## src/rtl/slm_pkg.sv

```systemverilog
package slm_pkg;

  // Default sizes of the list stores
  localparam int unsigned LIST_DEPTH_DEF = 32;
  localparam int unsigned DATA_WIDTH_DEF = 32;

  // Fixed widths of the request fields
  localparam int unsigned FUNC_W  = 2;
  localparam int unsigned FIELD_W = 32;

  // Function codes of an input request
  localparam logic [FUNC_W-1:0] FUNC_APPEND_FIRST  = 2'd0;
  localparam logic [FUNC_W-1:0] FUNC_APPEND_SECOND = 2'd1;
  localparam logic [FUNC_W-1:0] FUNC_START         = 2'd2;

  // Commands from the controller to the datapath
  typedef struct packed {
    logic append;  // write the request value into the selected list
    logic start;   // rewind both read pointers
    logic emit;    // take the smaller head, load the output register
  } slm_cmd_t;

  // Status from the datapath to the controller
  typedef struct packed {
    logic empty;     // both lists hold no element
    logic last;      // the current pick is the final one of the run
    logic out_busy;  // output register holds a request that is not taken
  } slm_status_t;

endpackage

```

## src/rtl/slm_in_if.sv

```systemverilog
interface slm_in_if;
  import slm_pkg::*;

  logic                      valid;
  logic                      ready;
  logic [FUNC_W-1:0]         func;
  logic signed [FIELD_W-1:0] value;

  modport source (output valid, output func, output value, input ready);
  modport sink (input valid, input func, input value, output ready);

endinterface

```

## src/rtl/slm_out_if.sv

```systemverilog
interface slm_out_if;
  import slm_pkg::*;

  logic                      valid;
  logic                      ready;
  logic signed [FIELD_W-1:0] merged_value;
  logic                      is_last;

  modport source (output valid, output merged_value, output is_last, input ready);
  modport sink (input valid, input merged_value, input is_last, output ready);

endinterface

```

## src/rtl/slm_ram.sv

```systemverilog
module slm_ram #(
  parameter int unsigned WIDTH = 32,
  parameter int unsigned DEPTH = 32,
  localparam int unsigned AW = (DEPTH > 1) ? $clog2(DEPTH) : 1
) (
  input  logic             clk_i,
  input  logic             we_i,
  input  logic [AW-1:0]    waddr_i,
  input  logic [WIDTH-1:0] wdata_i,
  input  logic [AW-1:0]    raddr_i,
  output logic [WIDTH-1:0] rdata_o
);

  logic [WIDTH-1:0] mem_q [DEPTH];
  logic [WIDTH-1:0] rdata_q;

  // Write port
  always_ff @(posedge clk_i) begin
    if (we_i) begin
      mem_q[waddr_i] <= wdata_i;
    end
  end

  // Registered read port
  always_ff @(posedge clk_i) begin
    rdata_q <= mem_q[raddr_i];
  end

  assign rdata_o = rdata_q;

endmodule

```

## src/rtl/slm_ctrl.sv

```systemverilog
module slm_ctrl (
  input  logic                      clk_i,
  input  logic                      rst_ni,
  input  logic                      in_valid_i,
  input  logic [slm_pkg::FUNC_W-1:0] in_func_i,
  output logic                      in_ready_o,
  input  slm_pkg::slm_status_t      status_i,
  output slm_pkg::slm_cmd_t         cmd_o
);
  import slm_pkg::*;

  localparam logic [1:0] ST_IDLE = 2'd0;
  localparam logic [1:0] ST_READ = 2'd1;
  localparam logic [1:0] ST_EMIT = 2'd2;

  logic [1:0] state_q, state_d;
  logic       accept;

  assign in_ready_o = (state_q == ST_IDLE);
  assign accept     = in_valid_i && in_ready_o;

  // Decode commands
  assign cmd_o.append = accept && (in_func_i inside {FUNC_APPEND_FIRST, FUNC_APPEND_SECOND});
  assign cmd_o.start  = accept && (in_func_i == FUNC_START) && !status_i.empty;
  assign cmd_o.emit   = (state_q == ST_EMIT) && !status_i.out_busy;

  // Advance the merge sequence
  always_comb begin
    state_d = state_q;
    case (state_q)
      ST_IDLE: begin
        if (cmd_o.start) begin
          state_d = ST_READ;
        end
      end
      ST_READ: begin
        state_d = ST_EMIT;
      end
      ST_EMIT: begin
        if (cmd_o.emit) begin
          state_d = status_i.last ? ST_IDLE : ST_READ;
        end
      end
      default: begin
        state_d = ST_IDLE;
      end
    endcase
  end

  always_ff @(posedge clk_i or negedge rst_ni) begin
    if (!rst_ni) begin
      state_q <= ST_IDLE;
    end else begin
      state_q <= state_d;
    end
  end

  // Input is taken only while no merge runs
  a_no_accept_in_merge: assert property (@(posedge clk_i) disable iff (!rst_ni)
    (state_q != ST_IDLE) |-> !(cmd_o.append || cmd_o.start))
    else $error("request accepted during a merge");

  // A start always leads to a read cycle before the first emit
  a_start_then_read: assert property (@(posedge clk_i) disable iff (!rst_ni)
    cmd_o.start |=> (state_q == ST_READ) && !cmd_o.emit)
    else $error("start did not enter the read cycle");

  // After the final emit the controller returns to idle
  a_last_to_idle: assert property (@(posedge clk_i) disable iff (!rst_ni)
    (cmd_o.emit && status_i.last) |=> (state_q == ST_IDLE))
    else $error("merge did not end after the final element");

endmodule

```

## src/rtl/slm_datapath.sv

```systemverilog
module slm_datapath #(
  parameter int unsigned LIST_DEPTH = slm_pkg::LIST_DEPTH_DEF,
  parameter int unsigned DATA_WIDTH = slm_pkg::DATA_WIDTH_DEF
) (
  input  logic                              clk_i,
  input  logic                              rst_ni,
  input  slm_pkg::slm_cmd_t                 cmd_i,
  output slm_pkg::slm_status_t              status_o,
  input  logic [slm_pkg::FUNC_W-1:0]        in_func_i,
  input  logic signed [slm_pkg::FIELD_W-1:0] in_value_i,
  input  logic                              out_ready_i,
  output logic                              out_valid_o,
  output logic signed [slm_pkg::FIELD_W-1:0] out_value_o,
  output logic                              out_last_o
);
  import slm_pkg::*;

  localparam int unsigned AW = (LIST_DEPTH > 1) ? $clog2(LIST_DEPTH) : 1;
  localparam int unsigned CW = $clog2(LIST_DEPTH + 1);
  localparam int unsigned TW = $clog2(2 * LIST_DEPTH + 1);

  logic [CW-1:0] first_cnt_q, first_cnt_d, second_cnt_q, second_cnt_d;
  logic [CW-1:0] first_ptr_q, first_ptr_d, second_ptr_q, second_ptr_d;
  logic          out_valid_q;
  logic signed [FIELD_W-1:0] out_value_q;
  logic          out_last_q;

  logic signed [DATA_WIDTH-1:0] wr_word;
  logic [DATA_WIDTH-1:0]        first_rd, second_rd;
  logic signed [DATA_WIDTH-1:0] pick;
  logic          sel_second, first_full, second_full;
  logic          first_we, second_we;
  logic          first_avail, second_avail, take_first;
  logic [TW-1:0] total, used;

  // Size the incoming element to the stored word
  assign wr_word    = DATA_WIDTH'(in_value_i);
  assign sel_second = (in_func_i == FUNC_APPEND_SECOND);
  assign first_full  = (first_cnt_q == CW'(LIST_DEPTH));
  assign second_full = (second_cnt_q == CW'(LIST_DEPTH));
  assign first_we    = cmd_i.append && !sel_second && !first_full;
  assign second_we   = cmd_i.append && sel_second && !second_full;

  slm_ram #(.WIDTH(DATA_WIDTH), .DEPTH(LIST_DEPTH)) u_first_ram (
    .clk_i   (clk_i),
    .we_i    (first_we),
    .waddr_i (first_cnt_q[AW-1:0]),
    .wdata_i (wr_word),
    .raddr_i (first_ptr_q[AW-1:0]),
    .rdata_o (first_rd)
  );

  slm_ram #(.WIDTH(DATA_WIDTH), .DEPTH(LIST_DEPTH)) u_second_ram (
    .clk_i   (clk_i),
    .we_i    (second_we),
    .waddr_i (second_cnt_q[AW-1:0]),
    .wdata_i (wr_word),
    .raddr_i (second_ptr_q[AW-1:0]),
    .rdata_o (second_rd)
  );

  // Pick the smaller head; ties go to the second list
  assign first_avail  = (first_ptr_q < first_cnt_q);
  assign second_avail = (second_ptr_q < second_cnt_q);
  assign take_first   = first_avail &&
                        (!second_avail || ($signed(first_rd) < $signed(second_rd)));
  assign pick         = take_first ? $signed(first_rd) : $signed(second_rd);

  assign total = TW'(first_cnt_q) + TW'(second_cnt_q);
  assign used  = TW'(first_ptr_q) + TW'(second_ptr_q) + TW'(1);

  assign status_o.empty    = (total == '0);
  assign status_o.last     = (used == total);
  assign status_o.out_busy = out_valid_q && !out_ready_i;

  // Update counts and pointers
  always_comb begin
    first_cnt_d  = first_cnt_q;
    second_cnt_d = second_cnt_q;
    first_ptr_d  = first_ptr_q;
    second_ptr_d = second_ptr_q;
    if (first_we) begin
      first_cnt_d = first_cnt_q + CW'(1);
    end
    if (second_we) begin
      second_cnt_d = second_cnt_q + CW'(1);
    end
    if (cmd_i.start) begin
      first_ptr_d  = '0;
      second_ptr_d = '0;
    end
    if (cmd_i.emit) begin
      if (take_first) begin
        first_ptr_d = first_ptr_q + CW'(1);
      end else begin
        second_ptr_d = second_ptr_q + CW'(1);
      end
      if (status_o.last) begin
        first_cnt_d  = '0;
        second_cnt_d = '0;
      end
    end
  end

  always_ff @(posedge clk_i or negedge rst_ni) begin
    if (!rst_ni) begin
      first_cnt_q  <= '0;
      second_cnt_q <= '0;
      first_ptr_q  <= '0;
      second_ptr_q <= '0;
      out_valid_q  <= 1'b0;
    end else begin
      first_cnt_q  <= first_cnt_d;
      second_cnt_q <= second_cnt_d;
      first_ptr_q  <= first_ptr_d;
      second_ptr_q <= second_ptr_d;
      if (cmd_i.emit) begin
        out_valid_q <= 1'b1;
      end else if (out_ready_i) begin
        out_valid_q <= 1'b0;
      end
    end
  end

  // Hold the result request until taken
  always_ff @(posedge clk_i) begin
    if (cmd_i.emit) begin
      out_value_q <= FIELD_W'($unsigned(pick));
      out_last_q  <= status_o.last;
    end
  end

  assign out_valid_o = out_valid_q;
  assign out_value_o = out_value_q;
  assign out_last_o  = out_last_q;

  // Counts never pass the list depth
  a_count_bound: assert property (@(posedge clk_i) disable iff (!rst_ni)
    (first_cnt_q <= CW'(LIST_DEPTH)) && (second_cnt_q <= CW'(LIST_DEPTH)))
    else $error("list count beyond depth");

  // An emit always has an element left to take
  a_emit_has_data: assert property (@(posedge clk_i) disable iff (!rst_ni)
    cmd_i.emit |-> (first_avail || second_avail))
    else $error("emit with both lists exhausted");

  // An emit never overwrites a pending result
  a_no_overwrite: assert property (@(posedge clk_i) disable iff (!rst_ni)
    cmd_i.emit |-> !(out_valid_q && !out_ready_i))
    else $error("pending result overwritten");

  // The final emit clears both counts
  a_last_clears: assert property (@(posedge clk_i) disable iff (!rst_ni)
    (cmd_i.emit && status_o.last) |=> (first_cnt_q == '0) && (second_cnt_q == '0))
    else $error("counts not cleared after merge");

endmodule

```

## src/rtl/sorted_list_merge.sv

```systemverilog
// Appends are stored on acceptance; in ready is high whenever no merge runs.
// A start request with N stored elements runs one round per result: a read
// state of the list RAMs, then a compare/emit state, each round finished before
// the next begins; a stalled output holds the emit state. In ready stays low
// from the start request until the final result is registered.
// Reset clears counts, pointers and control; list contents are left undefined.
module sorted_list_merge #(
  parameter int unsigned LIST_DEPTH = slm_pkg::LIST_DEPTH_DEF,
  parameter int unsigned DATA_WIDTH = slm_pkg::DATA_WIDTH_DEF
) (
  input  logic       clk_i,
  input  logic       rst_ni,
  slm_in_if.sink     req_i,
  slm_out_if.source  rsp_o
);
  import slm_pkg::*;

  slm_cmd_t    cmd;
  slm_status_t status;

  slm_ctrl u_ctrl (
    .clk_i      (clk_i),
    .rst_ni     (rst_ni),
    .in_valid_i (req_i.valid),
    .in_func_i  (req_i.func),
    .in_ready_o (req_i.ready),
    .status_i   (status),
    .cmd_o      (cmd)
  );

  slm_datapath #(
    .LIST_DEPTH (LIST_DEPTH),
    .DATA_WIDTH (DATA_WIDTH)
  ) u_datapath (
    .clk_i       (clk_i),
    .rst_ni      (rst_ni),
    .cmd_i       (cmd),
    .status_o    (status),
    .in_func_i   (req_i.func),
    .in_value_i  (req_i.value),
    .out_ready_i (rsp_o.ready),
    .out_valid_o (rsp_o.valid),
    .out_value_o (rsp_o.merged_value),
    .out_last_o  (rsp_o.is_last)
  );

endmodule

```

## src/flat_wrapper.sv

```systemverilog
// flat-port wrapper written by rule: the top's interface ports become plain ports
module sorted_list_merge_flat import slm_pkg::*;
#(
  parameter int unsigned LIST_DEPTH = slm_pkg::LIST_DEPTH_DEF,
  parameter int unsigned DATA_WIDTH = slm_pkg::DATA_WIDTH_DEF
)
  (clk_i, rst_ni, req_i_valid, req_i_func, req_i_value, req_i_ready, rsp_o_valid, rsp_o_merged_value, rsp_o_is_last, rsp_o_ready);
  slm_in_if req_i_i ();
  slm_out_if rsp_o_i ();
  input  logic clk_i;
  input  logic rst_ni;
  input wire logic [$bits(req_i_i.valid)-1:0] req_i_valid;
  input wire logic [$bits(req_i_i.func)-1:0] req_i_func;
  input wire logic [$bits(req_i_i.value)-1:0] req_i_value;
  output wire logic [$bits(req_i_i.ready)-1:0] req_i_ready;
  output wire logic [$bits(rsp_o_i.valid)-1:0] rsp_o_valid;
  output wire logic [$bits(rsp_o_i.merged_value)-1:0] rsp_o_merged_value;
  output wire logic [$bits(rsp_o_i.is_last)-1:0] rsp_o_is_last;
  input wire logic [$bits(rsp_o_i.ready)-1:0] rsp_o_ready;
  assign req_i_i.valid = req_i_valid;
  assign req_i_i.func = req_i_func;
  assign req_i_i.value = req_i_value;
  assign req_i_ready = req_i_i.ready;
  assign rsp_o_valid = rsp_o_i.valid;
  assign rsp_o_merged_value = rsp_o_i.merged_value;
  assign rsp_o_is_last = rsp_o_i.is_last;
  assign rsp_o_i.ready = rsp_o_ready;
  sorted_list_merge #(.LIST_DEPTH(LIST_DEPTH), .DATA_WIDTH(DATA_WIDTH)) u_core (.clk_i(clk_i), .rst_ni(rst_ni), .req_i(req_i_i), .rsp_o(rsp_o_i));
endmodule
```

## config.mk

```make
export PLATFORM = sky130hd
export DESIGN_NAME = sorted_list_merge_flat
export DESIGN_NICKNAME = d
export VERILOG_FILES = /design/src/rtl/slm_pkg.sv /design/src/rtl/slm_in_if.sv /design/src/rtl/slm_out_if.sv /design/src/rtl/slm_ram.sv /design/src/rtl/slm_ctrl.sv /design/src/rtl/slm_datapath.sv /design/src/rtl/sorted_list_merge.sv /design/src/flat_wrapper.sv
export SDC_FILE = /design/constraint.sdc
export NUM_CORES = 2
export LEC_CHECK = 0
export ABC_AREA = 1
export BUFFER_PORTS_ARGS = -buffer_cell sky130_fd_sc_hd__buf_2
export CAP_MARGIN = 20
export CORE_ASPECT_RATIO = 1.1
export CORE_MARGIN = 5
export CORE_UTILIZATION = 25
export CTS_BUF_LIST = sky130_fd_sc_hd__clkbuf_8
export DETAILED_ROUTE_END_ITERATION = 8
export SLEW_MARGIN = 20
export SYNTH_ARGS = -nofsm -noshare
export SYNTH_HDL_FRONTEND = slang
export SYNTH_SLANG_ARGS = --single-unit
```

## constraint.sdc

```tcl
create_clock -name clk_i -period 6.4 [get_ports clk_i]
set_input_delay 1.28 -clock clk_i [delete_from_list [all_inputs] [get_ports clk_i]]
set_output_delay 1.28 -clock clk_i [all_outputs]
set_load 0.01 [all_outputs]
```

# == Word-level counts from Yosys, hierarchy flattened ==
# Memories as Yosys holds them, arrays and structs flattened. A register that Yosys moved wholly into a read port is not among the register bits.
# Index checks and enable logic that the tools add are counted.
# word_totals
ff_bits,60
ramBits,2048
in_bits,38
output_inout_bits,35
memories,2
# memory_table
name,depth,word_bits,rd,rd_clocked_by_memory_dff,wr,line,text
u_core.u_datapath.u_first_ram.mem_q,32,32,1,1,1,slm_ram.sv:14,logic [WIDTH-1:0] mem_q [DEPTH];
u_core.u_datapath.u_second_ram.mem_q,32,32,1,1,1,slm_ram.sv:14,
# op_classes
n_addsub,7
n_lt_le_gt_ge,3
n_eq_ne,9
mux,23
reduce_logical,25
# op_table
cell,n
6-bit 2-to-1 mux,12
32-bit < comparator,1
32-bit 2-to-1 mux,1
"6-bit by 1-bit adder with 6-bit output, second input constant",4
6-bit by 6-bit adder with 7-bit output,2
"6-bit == test, second input constant",2
6-bit < comparator,2
1-bit logical AND,11
"7-bit by 1-bit adder with 7-bit output, second input constant",1
7-bit == test,1
1-bit logical NOT,7
7-bit logical NOT,1
1-bit 2-to-1 mux,7
2-bit case mux with 3 select lines,1
"2-bit by 1-bit == test with 1-bit output, second input constant",2
"2-bit == test, second input constant",2
2-bit logical NOT,2
2-bit 2-to-1 mux,2
"2-bit by 1-bit inequality test with 1-bit output, second input constant",2
2-bit nonzero test,2
2-bit AND reduction,1
1-bit logical OR,1

# == Depth between registers and ports, before layout ==
# logic_depth
depth_word,8
depth_mapped,19
ltp_nobuf,19

# == Hierarchy ==
# A second synthesis with hierarchy kept.
# hier_totals
cells_unflattened,7617
hier_area_um2,89407.0
# by_module_without_submodules
module,n_inst,cells_each,area_each_um2
slm_ram,2,3536,42405.7
slm_datapath,1,526,4473.0
slm_ctrl,1,19,122.6

# == Worst setup path before layout ==
# No wires, ideal clock.
# synth_path
path_type,input port to flip-flop
from,input req_i_valid
to,memory u_core.u_datapath.u_first_ram.mem_q[23][0] (enable)
setup_time_ps,461
arrival_ps,4214
path_slack_ps,1725
cell_stages,8
cell_sequence,nand2_1 nor2_1 and3_1 buf_2 inv_1 nor2_1 nand2_1 nor3_1
# synth_via
elab_chain_cells,6
# synth_rtl
element,line,text
start: declaration,flat_wrapper.sv:12,input wire logic [$bits(req_i_i.valid)-1:0] req_i_valid;
1-bit logical AND,slm_ctrl.sv:20,assign accept = in_valid_i && in_ready_o;
1-bit logical AND,slm_ctrl.sv:23,"assign cmd_o.append = accept && (in_func_i inside {FUNC_APPEND_FIRST, FUNC_APPEND_SECOND});"
1-bit logical AND (2 in a row),slm_datapath.sv:41,assign first_we = cmd_i.append && !sel_second && !first_full;
1-bit 2-to-1 mux,slm_ram.sv:19,if (we_i) begin
1-bit 2-to-1 mux (implied by the code),slm_ram.sv:20,mem_q[waddr_i] <= wdata_i;
end: declaration,slm_ram.sv:14,
# Every way passes these cells.

# == Worst setup path after layout ==
# layout_path
from,register u_core.u_datapath.second_cnt_q[4]
to,memory u_core.u_datapath.u_second_ram.mem_q[30][25] (enable)
# layout_via
elab_chain_cells,5
# layout_rtl
element,line,text
start: declaration,slm_datapath.sv:22,"logic [CW-1:0] first_cnt_q, first_cnt_d, second_cnt_q, second_cnt_d;"
start signal: assignment,slm_datapath.sv:114,second_cnt_q <= second_cnt_d;
6-bit == test,slm_datapath.sv:40,assign second_full = (second_cnt_q == CW'(LIST_DEPTH));
1-bit logical NOT,slm_datapath.sv:42,assign second_we = cmd_i.append && sel_second && !second_full;
1-bit logical AND,slm_datapath.sv:42,
1-bit 2-to-1 mux,slm_ram.sv:19,
1-bit 2-to-1 mux (implied by the code),slm_ram.sv:20,
end: declaration,slm_ram.sv:14,
# Parallel ways exist; a longest one is shown, timed or not.

==> flow_summary.json <==
{
  "num_vias": 54540,
  "drive_above_1_share_pct": 11.2,
  "post-cts-setup-buffer-count": 0,
  "post_synth_mux_area_share_pct": 0,
  "post-route-worst-setup-slack_ps": 2400,
  "netlist.area_leader.share_pct": 73.4,
  "syn_avg_cell_area_sq_um": 13.7,
  "detail_route.wirelength_microns": 250000,
  "cts_tree": "done",
  "min-delay-path-class": "input port to asynchronous set/reset pin",
  "async_reset_ff_share_pct": 1.24,
  "drt_iter0_drc": 6670,
  "setup.worst_path.end_class": "register",
  "cp_max_fo": 24,
  "final.min_clock_period_ps": 4000,
  "placement_rows": 224,
  "track_usage_pct": 13.4,
  "detail_route.drc_violations": 0,
  "cts.reportedPaths.clkPinSlew_ps": 70,
  "synth-seq-area-share_pct": 75.7,
  "worst_reg2reg_startpoint": "u_core.u_datapath.second_cnt_q[4]$_DFF_PN0_",
  "clock_path_buffers": 4,
  "post_drt_via_cell_ratio": 4.94,
  "final_hold_viol_count": 0,
  "syn_area_sq_mm": 0.0851,
  "detailedPlacementHpwl_microns": 141000,
  "achievable-frequency_mhz": 250,
  "worst_ir_drop_vdd_uv": 600,
  "die_height_microns": 622,
  "cts_made_buffers": 328,
  "post_cts_hold_buffer_count": 0,
  "number_of_port_buffers": 72,
  "fin_worst_hold_slack_ps": 378,
  "instances_no_fill": 11040,
  "worst-endpoint-arrival_ps": 4610,
  "synth_adder_area_share_pct": 0.973,
  "finalNetCount": 6372,
  "grt_antenna_before_repair": 20,
  "startpoint_type": "register",
  "ys.flop_type": "sky130_fd_sc_hd__edfxtp_1",
  "synth_top_family_by_area": "compound AO/OA/AOI/OAI gates",
  "cts_sinks": 2172,
  "number_of_global_route_vias_before_repair": 52250,
  "yosys_register_bits": 2172,
  "timing.clock.skew_ps": 77.0,
  "outcome": "finished, final reports clean",
  "required_time_of_the_critical_path_ps": 7010,
  "slew_headroom_pct": 26.9,
  "p_total_mw": 39.9,
  "synth_area_leader_cell": "sky130_fd_sc_hd__edfxtp_1",
  "synth-xor-area-share_pct": 0.287,
  "clock-root-buffer": "sky130_fd_sc_hd__clkbuf_8",
  "multi_input_area_sq_mm": 0.0189,
  "syn_inst": 6194,
  "die-area_sq_mm": 0.352,
  "fillers": 33937,
  "initial_utilization_pct": 25.1,
  "maxCapViolCount": 0,
  "die-width_microns": 566,
  "path_class": "register to register",
  "critPathLaunch": "u_core.u_datapath.second_cnt_q[4]$_DFF_PN0_",
  "regArea_sq_mm": 0.0645,
  "detailed_place.area_sq_mm": 0.0910,
  "dp_slack_ps": 1650,
  "utilization_pct": 28.7,
  "fin_area_sq_mm": 0.0973,
  "antenna_violating_nets_post_route": 0,
  "synth_enable_flop_cells": 2081,
  "grt_setup_unrepaired": "false",
  "setup_tns_after_final_layout_ps": 0,
  "flow.area_growth_from_synthesis_pct": 14.3,
  "clock_latency_ps": 970,
  "post_cts_resize_count": 0,
  "ys_top_cells_by_area": "sky130_fd_sc_hd__edfxtp_1 73%, sky130_fd_sc_hd__o21ai_0 6.2%, sky130_fd_sc_hd__nor2_1 5.6%",
  "post_synthesis_simple_gate_area_fraction_pct": 7.35,
  "cellLeakagePower_nw": 30.5,
  "synth.lib_cells_used.distinct": 42,
  "mappedNetlistNets": 6297,
  "io_pins": 73,
  "setup_viol_count_final": 0,
  "power_per_cell_area_mw_per_mm2": 410,
  "gr-total-overflow": 0,
  "slew_worst_pin_ps": 1090,
  "htree_levels": 5,
  "post_drt_wl_per_cell_microns": 22.6,
  "global_placer_s_final_weighted_congestion": 0.828,
  "maxSlewViolCount": 0,
  "finalCritPeriodShare_pct": 62.5,
  "placed_cells": 10440,
  "yosys_warnings": 0,
  "area_of_the_placeable_core_sq_mm": 0.339,
  "drt_first_pass_iters": 6,
  "grt_first_pass_wirelength_microns": 360000,
  "grt_start_max_net_pins": 207,
  "synth-compound-area-share_pct": 13.0
}
[sequential cells by signal (all words and copies together), names as in the netlist]
register                                cells
u_core.u_datapath.u_first_ram.mem_q      1024
u_core.u_datapath.first_ptr_q               6
u_core.u_datapath.out_valid_o               1
u_core.u_ctrl.state_q                       2
u_core.u_datapath.second_ptr_q              6
u_core.u_datapath.first_cnt_q               6
u_core.u_datapath.u_first_ram.rdata_o      32
u_core.u_datapath.u_second_ram.rdata_o     32
u_core.u_datapath.u_second_ram.mem_q     1024
u_core.u_datapath.second_cnt_q              6
u_core.u_datapath.out_last_o                1
u_core.u_datapath.out_value_o              32
[area by class of cell]
| class | count | area share, % |
|---|---|---|
| antenna | 2 | 0.00514 |
| clock buffer | 349 | 4.94 |
| clock inverter | 230 | 1.13 |
| inverter | 97 | 0.415 |
| multi-input combinational | 3474 | 19.4 |
| sequential | 2172 | 66.3 |
| tap | 4520 | 5.81 |
| timing repair buffer | 196 | 2.05 |
[critical path, cell delays in order (launching register included)]
cell	delay, ps
sky130_fd_sc_hd__dfrtp_1	720
sky130_fd_sc_hd__clkinv_1	560
sky130_fd_sc_hd__nor3_1	890
sky130_fd_sc_hd__inv_1	360
sky130_fd_sc_hd__nor2_4	760
sky130_fd_sc_hd__buf_4	330
[synthesized netlist by cell type, types with 16 or more instances]
| master | instances |
|---|---|
| sky130_fd_sc_hd__o21ai_0 | 1060 |
| sky130_fd_sc_hd__nand3_1 | 175 |
| sky130_fd_sc_hd__a21oi_1 | 23 |
| sky130_fd_sc_hd__xor2_1 | 20 |
| sky130_fd_sc_hd__dfxtp_1 | 64 |
| sky130_fd_sc_hd__nor2_1 | 1275 |
| sky130_fd_sc_hd__a32oi_1 | 55 |
| sky130_fd_sc_hd__edfxtp_1 | 2081 |
| sky130_fd_sc_hd__o21ai_1 | 49 |
| sky130_fd_sc_hd__nand2_1 | 95 |
| sky130_fd_sc_hd__inv_1 | 86 |
| sky130_fd_sc_hd__o221ai_1 | 394 |
| sky130_fd_sc_hd__buf_2 | 82 |
| sky130_fd_sc_hd__clkbuf_1 | 335 |
| sky130_fd_sc_hd__buf_1 | 16 |
| sky130_fd_sc_hd__dfrtp_1 | 27 |
| sky130_fd_sc_hd__o22ai_1 | 118 |
| sky130_fd_sc_hd__a21oi_2 | 31 |
| sky130_fd_sc_hd__ha_1 | 63 |
| sky130_fd_sc_hd__a31oi_1 | 66 |
[worst paths after layout]
path	slack, ps	end	depth (start not counted)
max reg2reg	2400	u_core.u_datapath.u_second_ram.mem_q[30][25]$_DFFE_PP_	5
max	2400	u_core.u_datapath.u_second_ram.mem_q[30][25]$_DFFE_PP_	5
min	380	u_core.u_datapath.second_cnt_q[5]$_DFF_PN0_	1
min reg2reg	520	u_core.u_ctrl.state_q[1]$_DFFE_PN0P_	2
max in group asynchronous	5430	u_core.u_datapath.first_ptr_q[0]$_DFF_PN0_	1
min in group clk_i	520	u_core.u_ctrl.state_q[1]$_DFFE_PN0P_	2
[logic make-up after synthesis]
group | Yosys count
AO/OA/AOI/OAI | 1800
flip-flops | 2172
adder cells (fa/ha/maj) | 65
XOR/XNOR | 27
AND/OR/NAND/NOR | 1582
buffers and inverters | 548
[where the power goes]
| group | switching (mW) | internal [mW] | leakage (nW) |
|---|---|---|---|
| registers | 0.741 | 16.3 | 19.6 |
| clock network | 5.40 | 5.17 | 3.50 |
| logic | 9.01 | 3.27 | 7.45 |
[layout by cell type, fill, tap and decap left out, types with 8 or more instances in the layout]
cell type,count
sky130_fd_sc_hd__a21oi_1,23
sky130_fd_sc_hd__a21oi_2,31
sky130_fd_sc_hd__a31oi_1,66
sky130_fd_sc_hd__a32oi_1,55
sky130_fd_sc_hd__buf_12,38
sky130_fd_sc_hd__buf_16,9
sky130_fd_sc_hd__buf_2,51
sky130_fd_sc_hd__buf_4,98
sky130_fd_sc_hd__clkbuf_8,349
sky130_fd_sc_hd__clkinv_1,50
sky130_fd_sc_hd__clkinv_2,24
sky130_fd_sc_hd__clkinvlp_4,9
sky130_fd_sc_hd__dfrtp_1,18
sky130_fd_sc_hd__dfxtp_1,64
sky130_fd_sc_hd__edfxtp_1,2081
sky130_fd_sc_hd__ha_1,63
sky130_fd_sc_hd__inv_1,217
sky130_fd_sc_hd__nand2_1,95
sky130_fd_sc_hd__nand3_1,175
sky130_fd_sc_hd__nand4_1,8
sky130_fd_sc_hd__nor2_1,1215
sky130_fd_sc_hd__nor2_2,10
sky130_fd_sc_hd__nor2_4,61
sky130_fd_sc_hd__o21ai_0,1060
sky130_fd_sc_hd__o21ai_1,49
sky130_fd_sc_hd__o221ai_1,394
sky130_fd_sc_hd__o22ai_1,118
sky130_fd_sc_hd__xor2_1,20
[routing by layer]
| layer | vias to the layer above | global-route usage (%) | share of wire (%) |
|---|---|---|---|
| met5 | - | 0 | 0.0040 |
| met2 | 2707 | 21.3 | 47 |
| li1 | 23755 | - | - |
| met4 | 2 | 3.82 | 2.6 |
| met1 | 27658 | 18.6 | 41 |
| met3 | 418 | 2.60 | 9.3 |
Note: power is estimated with default switching activity, not from simulation.
